## src/hdl/hwa_pkg.sv

```systemverilog
// Shared types, constants and helpers of the weighted HPWL accumulator.
// No dependencies; imported by every hwa_* module and by the top level.
package hwa_pkg;

    localparam int POS_W   = 32;
    localparam int OFF_W   = 21;
    localparam int LOC_W   = 31;
    localparam int WGT_W   = 16;
    localparam int SPAN_W  = 33;
    localparam int LEN_W   = 49;
    localparam int TOTAL_W = 63;

    localparam logic signed [POS_W-1:0] LOC_MIN = {1'b1, {(POS_W-1){1'b0}}};
    localparam logic signed [POS_W-1:0] LOC_MAX = {1'b0, {(POS_W-1){1'b1}}};
    localparam logic [TOTAL_W-1:0]      TOTAL_MAX = {TOTAL_W{1'b1}};

    typedef struct packed {
        logic signed [POS_W-1:0] px;
        logic signed [POS_W-1:0] py;
        logic signed [LOC_W-1:0] vx;
        logic signed [LOC_W-1:0] vy;
        logic [WGT_W-1:0]        weight;
        logic                    is_io;
        logic                    last_pin;
        logic                    last_net;
    } hwa_pin_t;

    typedef struct packed {
        logic signed [POS_W-1:0] xmax;
        logic signed [POS_W-1:0] xmin;
        logic signed [POS_W-1:0] ymax;
        logic signed [POS_W-1:0] ymin;
    } hwa_bbox_t;

    typedef struct packed {
        hwa_bbox_t        box;
        logic [WGT_W-1:0] weight;
        logic             counted;
        logic             last_net;
    } hwa_net_t;

    typedef struct packed {
        logic [SPAN_W-1:0] span;
        logic [WGT_W-1:0]  weight;
        logic              counted;
        logic              last_net;
    } hwa_span_t;

    typedef struct packed {
        logic [LEN_W-1:0] len;
        logic             counted;
        logic             last_net;
    } hwa_len_t;

    localparam hwa_bbox_t BOX_EMPTY = '{xmax: LOC_MIN, xmin: LOC_MAX,
                                       ymax: LOC_MIN, ymin: LOC_MAX};

    function automatic hwa_bbox_t widen(input hwa_bbox_t b,
                                        input logic signed [POS_W-1:0] x,
                                        input logic signed [POS_W-1:0] y);
        hwa_bbox_t r;
        r = b;
        if (x > b.xmax) r.xmax = x;
        if (x < b.xmin) r.xmin = x;
        if (y > b.ymax) r.ymax = y;
        if (y < b.ymin) r.ymin = y;
        return r;
    endfunction

endpackage

```

## src/hdl/weighted_hpwl_accumulator_top.sv

```systemverilog
// Top level of the weighted HPWL accumulator: input register, config register.
// Depends on hwa_pkg, hwa_box, hwa_len and hwa_acc.
//
// Accepts one pin transaction per clock for as long as results are taken. A net's
// result, after its last pin enters the input register, is registered in turn through
// box close (pin and virtual pin compares), span, weight multiply and total update.
// The one-cycle rate is set by the bounding box feedback in hwa_box, which folds
// each pin into the box in the cycle it leaves the input register. Nets with
// fewer than two pins give a zero-length transaction and leave the total alone;
// the total saturates at 2^63-1 and clears after a transaction with last_net.
module weighted_hpwl_accumulator_top (
    input  logic                                  aclk,
    input  logic                                  aresetn,
    input  logic                                  cfg_wr_en,
    input  logic                                  cfg_wr_data,
    input  logic                                  s_valid,
    output logic                                  s_ready,
    input  logic signed [hwa_pkg::OFF_W-1:0]      s_pin_off_x,
    input  logic signed [hwa_pkg::OFF_W-1:0]      s_pin_off_y,
    input  logic signed [hwa_pkg::LOC_W-1:0]      s_cell_x,
    input  logic signed [hwa_pkg::LOC_W-1:0]      s_cell_y,
    input  logic [hwa_pkg::WGT_W-1:0]             s_net_weight,
    input  logic                                  s_net_is_io,
    input  logic signed [hwa_pkg::LOC_W-1:0]      s_virt_x,
    input  logic signed [hwa_pkg::LOC_W-1:0]      s_virt_y,
    input  logic                                  s_last_pin,
    input  logic                                  s_last_net,
    output logic                                  m_valid,
    input  logic                                  m_ready,
    output logic [hwa_pkg::LEN_W-1:0]             m_net_length,
    output logic                                  m_net_counted,
    output logic [hwa_pkg::TOTAL_W-1:0]           m_total_length,
    output logic                                  m_is_final
);
    import hwa_pkg::*;

    logic     use_vp_reg;
    logic     a_valid_reg;
    hwa_pin_t a_reg;
    logic     pin_take;
    logic     net_valid, net_ready;
    hwa_net_t net;
    logic     len_valid, len_ready;
    hwa_len_t len;

    assign s_ready = !a_valid_reg || pin_take;

    always_ff @(posedge aclk) begin
        if (!aresetn) begin
            use_vp_reg  <= 1'b1;
            a_valid_reg <= 1'b0;
        end else begin
            if (cfg_wr_en) use_vp_reg <= cfg_wr_data;
            if (s_ready) a_valid_reg <= s_valid;
        end
    end

    always_ff @(posedge aclk) begin
        if (s_valid && s_ready) begin
            a_reg.px       <= POS_W'(s_pin_off_x) + POS_W'(s_cell_x);
            a_reg.py       <= POS_W'(s_pin_off_y) + POS_W'(s_cell_y);
            a_reg.vx       <= s_virt_x;
            a_reg.vy       <= s_virt_y;
            a_reg.weight   <= s_net_weight;
            a_reg.is_io    <= s_net_is_io;
            a_reg.last_pin <= s_last_pin;
            a_reg.last_net <= s_last_net;
        end
    end

    hwa_box u_box (
        .aclk      (aclk),
        .aresetn   (aresetn),
        .use_vp    (use_vp_reg),
        .pin_valid (a_valid_reg),
        .pin       (a_reg),
        .pin_take  (pin_take),
        .net_valid (net_valid),
        .net       (net),
        .net_ready (net_ready)
    );

    hwa_len u_len (
        .aclk      (aclk),
        .aresetn   (aresetn),
        .net_valid (net_valid),
        .net       (net),
        .net_ready (net_ready),
        .len_valid (len_valid),
        .len       (len),
        .len_ready (len_ready)
    );

    hwa_acc u_acc (
        .aclk           (aclk),
        .aresetn        (aresetn),
        .len_valid      (len_valid),
        .len            (len),
        .len_ready      (len_ready),
        .m_valid        (m_valid),
        .m_ready        (m_ready),
        .m_net_length   (m_net_length),
        .m_net_counted  (m_net_counted),
        .m_total_length (m_total_length),
        .m_is_final     (m_is_final)
    );

endmodule

```

## src/hdl/hwa_box.sv

```systemverilog
// Bounding box tracker: widens the net's box per pin, closes it on the last pin.
// Depends on hwa_pkg; feeds hwa_len.
module hwa_box (
    input  logic              aclk,
    input  logic              aresetn,
    input  logic              use_vp,
    input  logic              pin_valid,
    input  hwa_pkg::hwa_pin_t pin,
    output logic              pin_take,
    output logic              net_valid,
    output hwa_pkg::hwa_net_t net,
    input  logic              net_ready
);
    import hwa_pkg::*;

    hwa_bbox_t  box_reg, box_next;
    logic [1:0] pins_reg, pins_next;
    logic       valid_reg;
    hwa_net_t   net_reg;

    hwa_bbox_t  box_pin, box_fin;
    logic [1:0] pins_inc;
    logic       out_ready;

    assign out_ready = !valid_reg || net_ready;
    assign pin_take  = pin_valid && (!pin.last_pin || out_ready);

    always_comb begin
        box_pin  = widen(box_reg, pin.px, pin.py);
        pins_inc = (pins_reg == 2'd2) ? 2'd2 : pins_reg + 2'd1;
        box_fin  = box_pin;
        if (pin.is_io && use_vp) begin
            box_fin = widen(box_pin, POS_W'(pin.vx), POS_W'(pin.vy));
        end
        box_next  = box_reg;
        pins_next = pins_reg;
        if (pin_take) begin
            if (pin.last_pin) begin
                box_next  = BOX_EMPTY;
                pins_next = 2'd0;
            end else begin
                box_next  = box_pin;
                pins_next = pins_inc;
            end
        end
    end

    always_ff @(posedge aclk) begin
        if (!aresetn) begin
            box_reg   <= BOX_EMPTY;
            pins_reg  <= 2'd0;
            valid_reg <= 1'b0;
        end else begin
            box_reg  <= box_next;
            pins_reg <= pins_next;
            if (pin_take && pin.last_pin) begin
                valid_reg <= 1'b1;
            end else if (net_ready) begin
                valid_reg <= 1'b0;
            end
        end
    end

    always_ff @(posedge aclk) begin
        if (pin_take && pin.last_pin) begin
            net_reg.box      <= box_fin;
            net_reg.weight   <= pin.weight;
            net_reg.counted  <= (pins_inc == 2'd2);
            net_reg.last_net <= pin.last_net;
        end
    end

    assign net_valid = valid_reg;
    assign net       = net_reg;

    a_pins_sat: assert property (@(posedge aclk) disable iff (!aresetn)
        pins_reg != 2'd3)
        else $error("pin count out of range");

    a_net_end_clears: assert property (@(posedge aclk) disable iff (!aresetn)
        (pin_take && pin.last_pin) |=> (pins_reg == 2'd0 && box_reg == BOX_EMPTY))
        else $error("box not cleared at net end");

endmodule

```

## src/hdl/hwa_len.sv

```systemverilog
// Net length stages: span of the box, then weighted length.
// Depends on hwa_pkg; fed by hwa_box, feeds hwa_acc.
module hwa_len (
    input  logic              aclk,
    input  logic              aresetn,
    input  logic              net_valid,
    input  hwa_pkg::hwa_net_t net,
    output logic              net_ready,
    output logic              len_valid,
    output hwa_pkg::hwa_len_t len,
    input  logic              len_ready
);
    import hwa_pkg::*;

    logic      c_valid_reg, d_valid_reg;
    hwa_span_t c_reg;
    hwa_len_t  d_reg;
    logic      c_ready, d_ready, c_load, d_load;
    logic [POS_W-1:0] dx, dy;

    assign d_ready   = !d_valid_reg || len_ready;
    assign c_ready   = !c_valid_reg || d_ready;
    assign net_ready = c_ready;
    assign c_load    = net_valid && c_ready;
    assign d_load    = c_valid_reg && d_ready;

    assign dx = POS_W'(net.box.xmax - net.box.xmin);
    assign dy = POS_W'(net.box.ymax - net.box.ymin);

    always_ff @(posedge aclk) begin
        if (!aresetn) begin
            c_valid_reg <= 1'b0;
            d_valid_reg <= 1'b0;
        end else begin
            if (c_ready) c_valid_reg <= net_valid;
            if (d_ready) d_valid_reg <= c_valid_reg;
        end
    end

    always_ff @(posedge aclk) begin
        if (c_load) begin
            c_reg.span     <= {1'b0, dx} + {1'b0, dy};
            c_reg.weight   <= net.weight;
            c_reg.counted  <= net.counted;
            c_reg.last_net <= net.last_net;
        end
        if (d_load) begin
            d_reg.len      <= c_reg.counted ? LEN_W'(c_reg.span) * LEN_W'(c_reg.weight)
                                            : '0;
            d_reg.counted  <= c_reg.counted;
            d_reg.last_net <= c_reg.last_net;
        end
    end

    assign len_valid = d_valid_reg;
    assign len       = d_reg;

endmodule

```

## src/hdl/hwa_acc.sv

```systemverilog
// Saturating running total and the result register.
// Depends on hwa_pkg; fed by hwa_len, drives the result channel.
module hwa_acc (
    input  logic                         aclk,
    input  logic                         aresetn,
    input  logic                         len_valid,
    input  hwa_pkg::hwa_len_t            len,
    output logic                         len_ready,
    output logic                         m_valid,
    input  logic                         m_ready,
    output logic [hwa_pkg::LEN_W-1:0]    m_net_length,
    output logic                         m_net_counted,
    output logic [hwa_pkg::TOTAL_W-1:0]  m_total_length,
    output logic                         m_is_final
);
    import hwa_pkg::*;

    logic [TOTAL_W-1:0] total_reg, total_next, total_sat;
    logic [TOTAL_W:0]   sum;
    logic               valid_reg, take;
    logic [LEN_W-1:0]   len_reg;
    logic               counted_reg, final_reg;
    logic [TOTAL_W-1:0] out_total_reg;

    assign len_ready = !valid_reg || m_ready;
    assign take      = len_valid && len_ready;

    always_comb begin
        sum        = {1'b0, total_reg} + (TOTAL_W+1)'(len.len);
        total_sat  = sum[TOTAL_W] ? TOTAL_MAX : sum[TOTAL_W-1:0];
        total_next = total_reg;
        if (take) begin
            total_next = len.last_net ? '0 : total_sat;
        end
    end

    always_ff @(posedge aclk) begin
        if (!aresetn) begin
            total_reg <= '0;
            valid_reg <= 1'b0;
        end else begin
            total_reg <= total_next;
            if (len_ready) valid_reg <= len_valid;
        end
    end

    always_ff @(posedge aclk) begin
        if (take) begin
            len_reg       <= len.len;
            counted_reg   <= len.counted;
            final_reg     <= len.last_net;
            out_total_reg <= total_sat;
        end
    end

    assign m_valid        = valid_reg;
    assign m_net_length   = len_reg;
    assign m_net_counted  = counted_reg;
    assign m_total_length = out_total_reg;
    assign m_is_final     = final_reg;

    a_final_clears: assert property (@(posedge aclk) disable iff (!aresetn)
        (take && len.last_net) |=> total_reg == '0)
        else $error("total not cleared after final net");

    a_skip_holds: assert property (@(posedge aclk) disable iff (!aresetn)
        (take && !len.counted && !len.last_net) |=>
            (total_reg == $past(total_reg) && m_total_length == $past(total_reg)))
        else $error("skipped net changed the total");

endmodule
```

## config.mk

```make
export PLATFORM = sky130hd
export DESIGN_NAME = weighted_hpwl_accumulator_top
export DESIGN_NICKNAME = d
export VERILOG_FILES = /design/src/hdl/hwa_pkg.sv /design/src/hdl/weighted_hpwl_accumulator_top.sv /design/src/hdl/hwa_box.sv /design/src/hdl/hwa_len.sv /design/src/hdl/hwa_acc.sv
export SDC_FILE = /design/constraint.sdc
export NUM_CORES = 2
export LEC_CHECK = 0
export BUFFER_PORTS_ARGS = -buffer_cell sky130_fd_sc_hd__buf_2
export CORE_MARGIN = 8
export CORE_UTILIZATION = 68
export DETAILED_ROUTE_END_ITERATION = 7
export GPL_TIMING_DRIVEN = 0
export PLACE_DENSITY_LB_ADDON = 0.3
export SLEW_MARGIN = 20
export SYNTH_ARGS = -nofsm -noshare
export SYNTH_HDL_FRONTEND = slang
export SYNTH_SLANG_ARGS = --single-unit
```

## constraint.sdc

```tcl
create_clock -name aclk -period 14.9 [get_ports aclk]
set_input_delay 1.49 -clock aclk [delete_from_list [all_inputs] [get_ports aclk]]
set_output_delay 1.49 -clock aclk [all_outputs]
set_load 0.05 [all_outputs]
```

==> run_results.csv <==
group,metric,value,unit
detailed_routing,drtPass1Iterations,6,
sta,setup_viol,0,
cts,h-tree-depth,3,
cts,cts_buffers,77,
yosys,synth_area_per_cell,9.75,um^2
detailed_routing,vias_per_cell,6.29,
finish,stdcell_area,65400,um^2
yosys,synth_warnings,0,
cts,cts_hold_buf,0,
yosys,ys_ff_latch,706,
detailed_routing,wirelength,174000,um
detailed_routing,detail_route.iter0.violations,4507,
worst_setup_path,max_stage_delay,0.78,ns
grt,grt_pass1_vias,49722,
yosys,synth_edf_count,507,
worst_setup_path,critical_path_class,"reg -> reg",
pwr,p_per_area,207,nW/um^2
grt,grt_pass1_wl,270000,um
job,maxCapViolations,0,
pwr,seq_power_share,0.198,
sta,finalCritPeriodShare,0.545,
floorplan,io_pins,307,
placed_design,placedCellCount,7581,
sta,finalHoldViolCount,0,
placed_design,gp_congestion,0.998,
yosys,netlist.area_leader.share,0.255,
cts,cts_tree,"built",
finish,fin_nets,7713,
status,status,"complete, no violations",
cts,root_buffer,"clkbuf_16",
sta,slew_viol_final,0,
pwr,pwr-share-clk,0.143,
worst_setup_path,cpMaxStageDelayCell,"edfxtp_1",
worst_setup_path,path_buf_inv,6,
sta,fmax,123,MHz
cts,clockBufferDepth,3,
yosys,synth_nets,7320,
yosys,yosys-top-cells-area,"edfxtp_1 26%, fa_1 15%, ha_1 12%",
yosys,synth_top_area_cell,"edfxtp_1",
floorplan,die_h,312,um
grt,antenna_found_initial,3,
finish,final_cells,7726,
placed_design,post_dp_cell_area,62800,um^2
cts,post_cts_resized,0,
detailed_routing,vias,48577,
detailed_routing,drc,0,
detailed_routing,top_layer_used,"met4",
detailed_routing,wl_met1,63800,um
pwr,power_leakage,0.0301,uW
grt,grt_usage,0.349,
worst_setup_path,worst_ep_arrival_time,8.61,ns
worst_setup_path,path_common_cell,"fa_1",
cts,clkTransAtPathRegs,0.06,ns
sta,tightest_slew,1.10,ns
yosys,syn_area,59600,um^2
sta,slew_headroom,0.268,
pwr,ir_drop,653,uV
sta,finalSetupTns,0,ns
finish,final_core_util,0.754,
worst_setup_path,start_kind,"flip-flop",
detailed_routing,antenna_left,0,
cts,insertion_delay,0.66,ns
yosys,synth_cells,6112,
placed_design,dp_hpwl,139000,um
pwr,comb_power_share,0.659,
worst_setup_path,endpoint_kind,"flip-flop",
worst_setup_path,cp_top_family,"adder cells",
sta,rsz0062_at_grt,"false",
cts,cts_setup_buffers,0,
pwr,swShare,0.479,
floorplan,die_width,312,um
floorplan,initial_core_util,0.687,
yosys,async_flop_share,0,
pwr,netSwitchingPower,6470,uW
floorplan,num_rows,108,
sta,period_needed,8.12,ns
yosys,yosysSeqAreaShare,0.322,
worst_setup_path,required,15.38,ns
detailed_routing,wl_met3,13100,um
yosys,ys.flop_type,"edfxtp_1",
finish,area_growth,9.69,%
detailed_routing,wl_per_cell,22.5,um
grt,grt_remaining_overflow,0,
finish,drive_gt1_frac,0.0735,
floorplan,dieArea,97400,um^2
worst_setup_path,path_cells,"clkbuf_1 > nand2_1 > fa_1 > inv_1 > fa_1 > inv_1 > fa_1 > inv_1 > fa_1 > fa_1 > inv_1 > fa_1 > inv_1 > ha_1 > o211ai_1 > o211ai_1 > a311oi_1 > a211oi_1 > a21oi_1 > a311o_1 > a31oi_1 > o21ai_0 > and3_1 > nor3_1",
finish,largest_reg_flops,146,
sta,fin_skew,0.0220,ns
floorplan,coreArea,86800,um^2
placed_design,io_buffers,305,
detailed_routing,met2WireLength,82900,um
pwr,internal_power,7040,uW
yosys,ys_types,89,
cts,clock-sinks,706,
grt,grt_max_degree,62,
min_path,hold_class,"reg -> reg",
worst_setup_path,cp_max_fo,10,
logic make-up after synthesis:
logic type	share of synthesized area
fa+ha+maj	0.269
xor+xnor	0.0318
simple gates	0.126
compound gates	0.165
flops	0.322
buf+inv	0.0672
mux	0.0189
path summary, 6_finish.rpt:
check,endpoint,start,cells past startpoint,slack (ns)
max,u_len.len[46],u_len.c_reg[10],24,6.78
min,u_len.c_reg[1],u_box.net[1],0,0.41
max reg2reg,u_len.len[46],u_len.c_reg[10],24,6.78
min reg2reg,u_len.c_reg[1],u_box.net[1],0,0.41
worst register-to-register path, stage by stage, from the launching register on:
cell,delay [ns]
edfxtp_1,0.78
clkbuf_1,0.71
nand2_1,0.16
fa_1,0.55
inv_1,0.05
fa_1,0.50
inv_1,0.05
fa_1,0.53
inv_1,0.05
fa_1,0.45
fa_1,0.58
inv_1,0.06
fa_1,0.49
inv_1,0.05
ha_1,0.40
o211ai_1,0.15
o211ai_1,0.19
a311oi_1,0.11
a211oi_1,0.61
a21oi_1,0.35
a311o_1,0.44
a31oi_1,0.20
o21ai_0,0.14
and3_1,0.22
nor3_1,0.16
stage by stage:
stage | hold slack, ns | setup WS, ns | total power, uW
2_1_floorplan | 0.400 | 7.46 | 8900
3_3_place_gp | 0.402 | 3.69 | 11200
3_5_place_dp | 0.405 | 7.01 | 11500
4_1_cts | 0.404 | 7.03 | 13400
5_1_grt | 0.410 | 6.61 | 14500
6_report | 0.413 | 6.78 | 13500
per-layer routing:
layer,vias up,GRT usage
li1,22181,-
met5,-,0
met1,23415,0.406
met4,0,0.238
met3,677,0.0570
met2,2304,0.593
cells in the final DEF, fill, tap and decap left out, drive strengths merged, types with 236 or more instances in the layout:
master,count
clkbuf,342
nor2,287
ha,579
fa,438
nand2,598
a21o,236
edfxtp,507
and2,265
buf,342
inv,797
a21oi,338
power groups by stage:
stage | sequential, uW | combinational (uW) | clock (uW)
2_1_floorplan | 2630 | 6270 | 0
3_3_place_gp | 2710 | 8530 | 0
3_5_place_dp | 2710 | 8750 | 0
4_1_cts | 2670 | 8820 | 1950
5_1_grt | 2680 | 9810 | 2020
6_report | 2680 | 8900 | 1930
cell type report:
| class | instances | area, um^2 |
|---|---|---|
| multi-input cells | 4351 | 36400 |
| fillers | 6200 | 21400 |
| flip-flops and latches | 706 | 19200 |
| inverters | 794 | 2980 |
| clock buffers | 109 | 2150 |
| repair buffers | 314 | 1760 |
| well taps | 1155 | 1450 |
| plain buffers | 261 | 1030 |
| clock inverters | 34 | 389 |
| diodes | 2 | 5.00 |
cells in the mapped netlist (10+ instances only):
library cell / n
a211oi_1: 37
o21ai_0: 141
mux2i_1: 106
o31ai_1: 28
nand4_1: 67
and3_1: 32
nor3_1: 81
a22o_1: 73
inv_1: 792
a31oi_1: 46
nand3b_1: 11
nor2_1: 287
nor2b_1: 43
ha_1: 579
o21ai_1: 23
or3_1: 21
o31a_1: 10
o21bai_1: 38
and4_1: 12
xnor2_1: 141
and2_1: 264
nand2b_1: 36
a221o_1: 13
o22ai_1: 69
o211ai_1: 126
o21a_1: 56
nand3_1: 84
nand2_1: 598
edfxtp_1: 507
clkbuf_1: 233
o221ai_1: 36
a21oi_1: 337
dfxtp_1: 199
fa_1: 438
buf_2: 18
a21o_1: 236
xor2_1: 72
a221oi_1: 40
a32o_1: 31
Note: power is estimated with default switching activity, not from simulation.
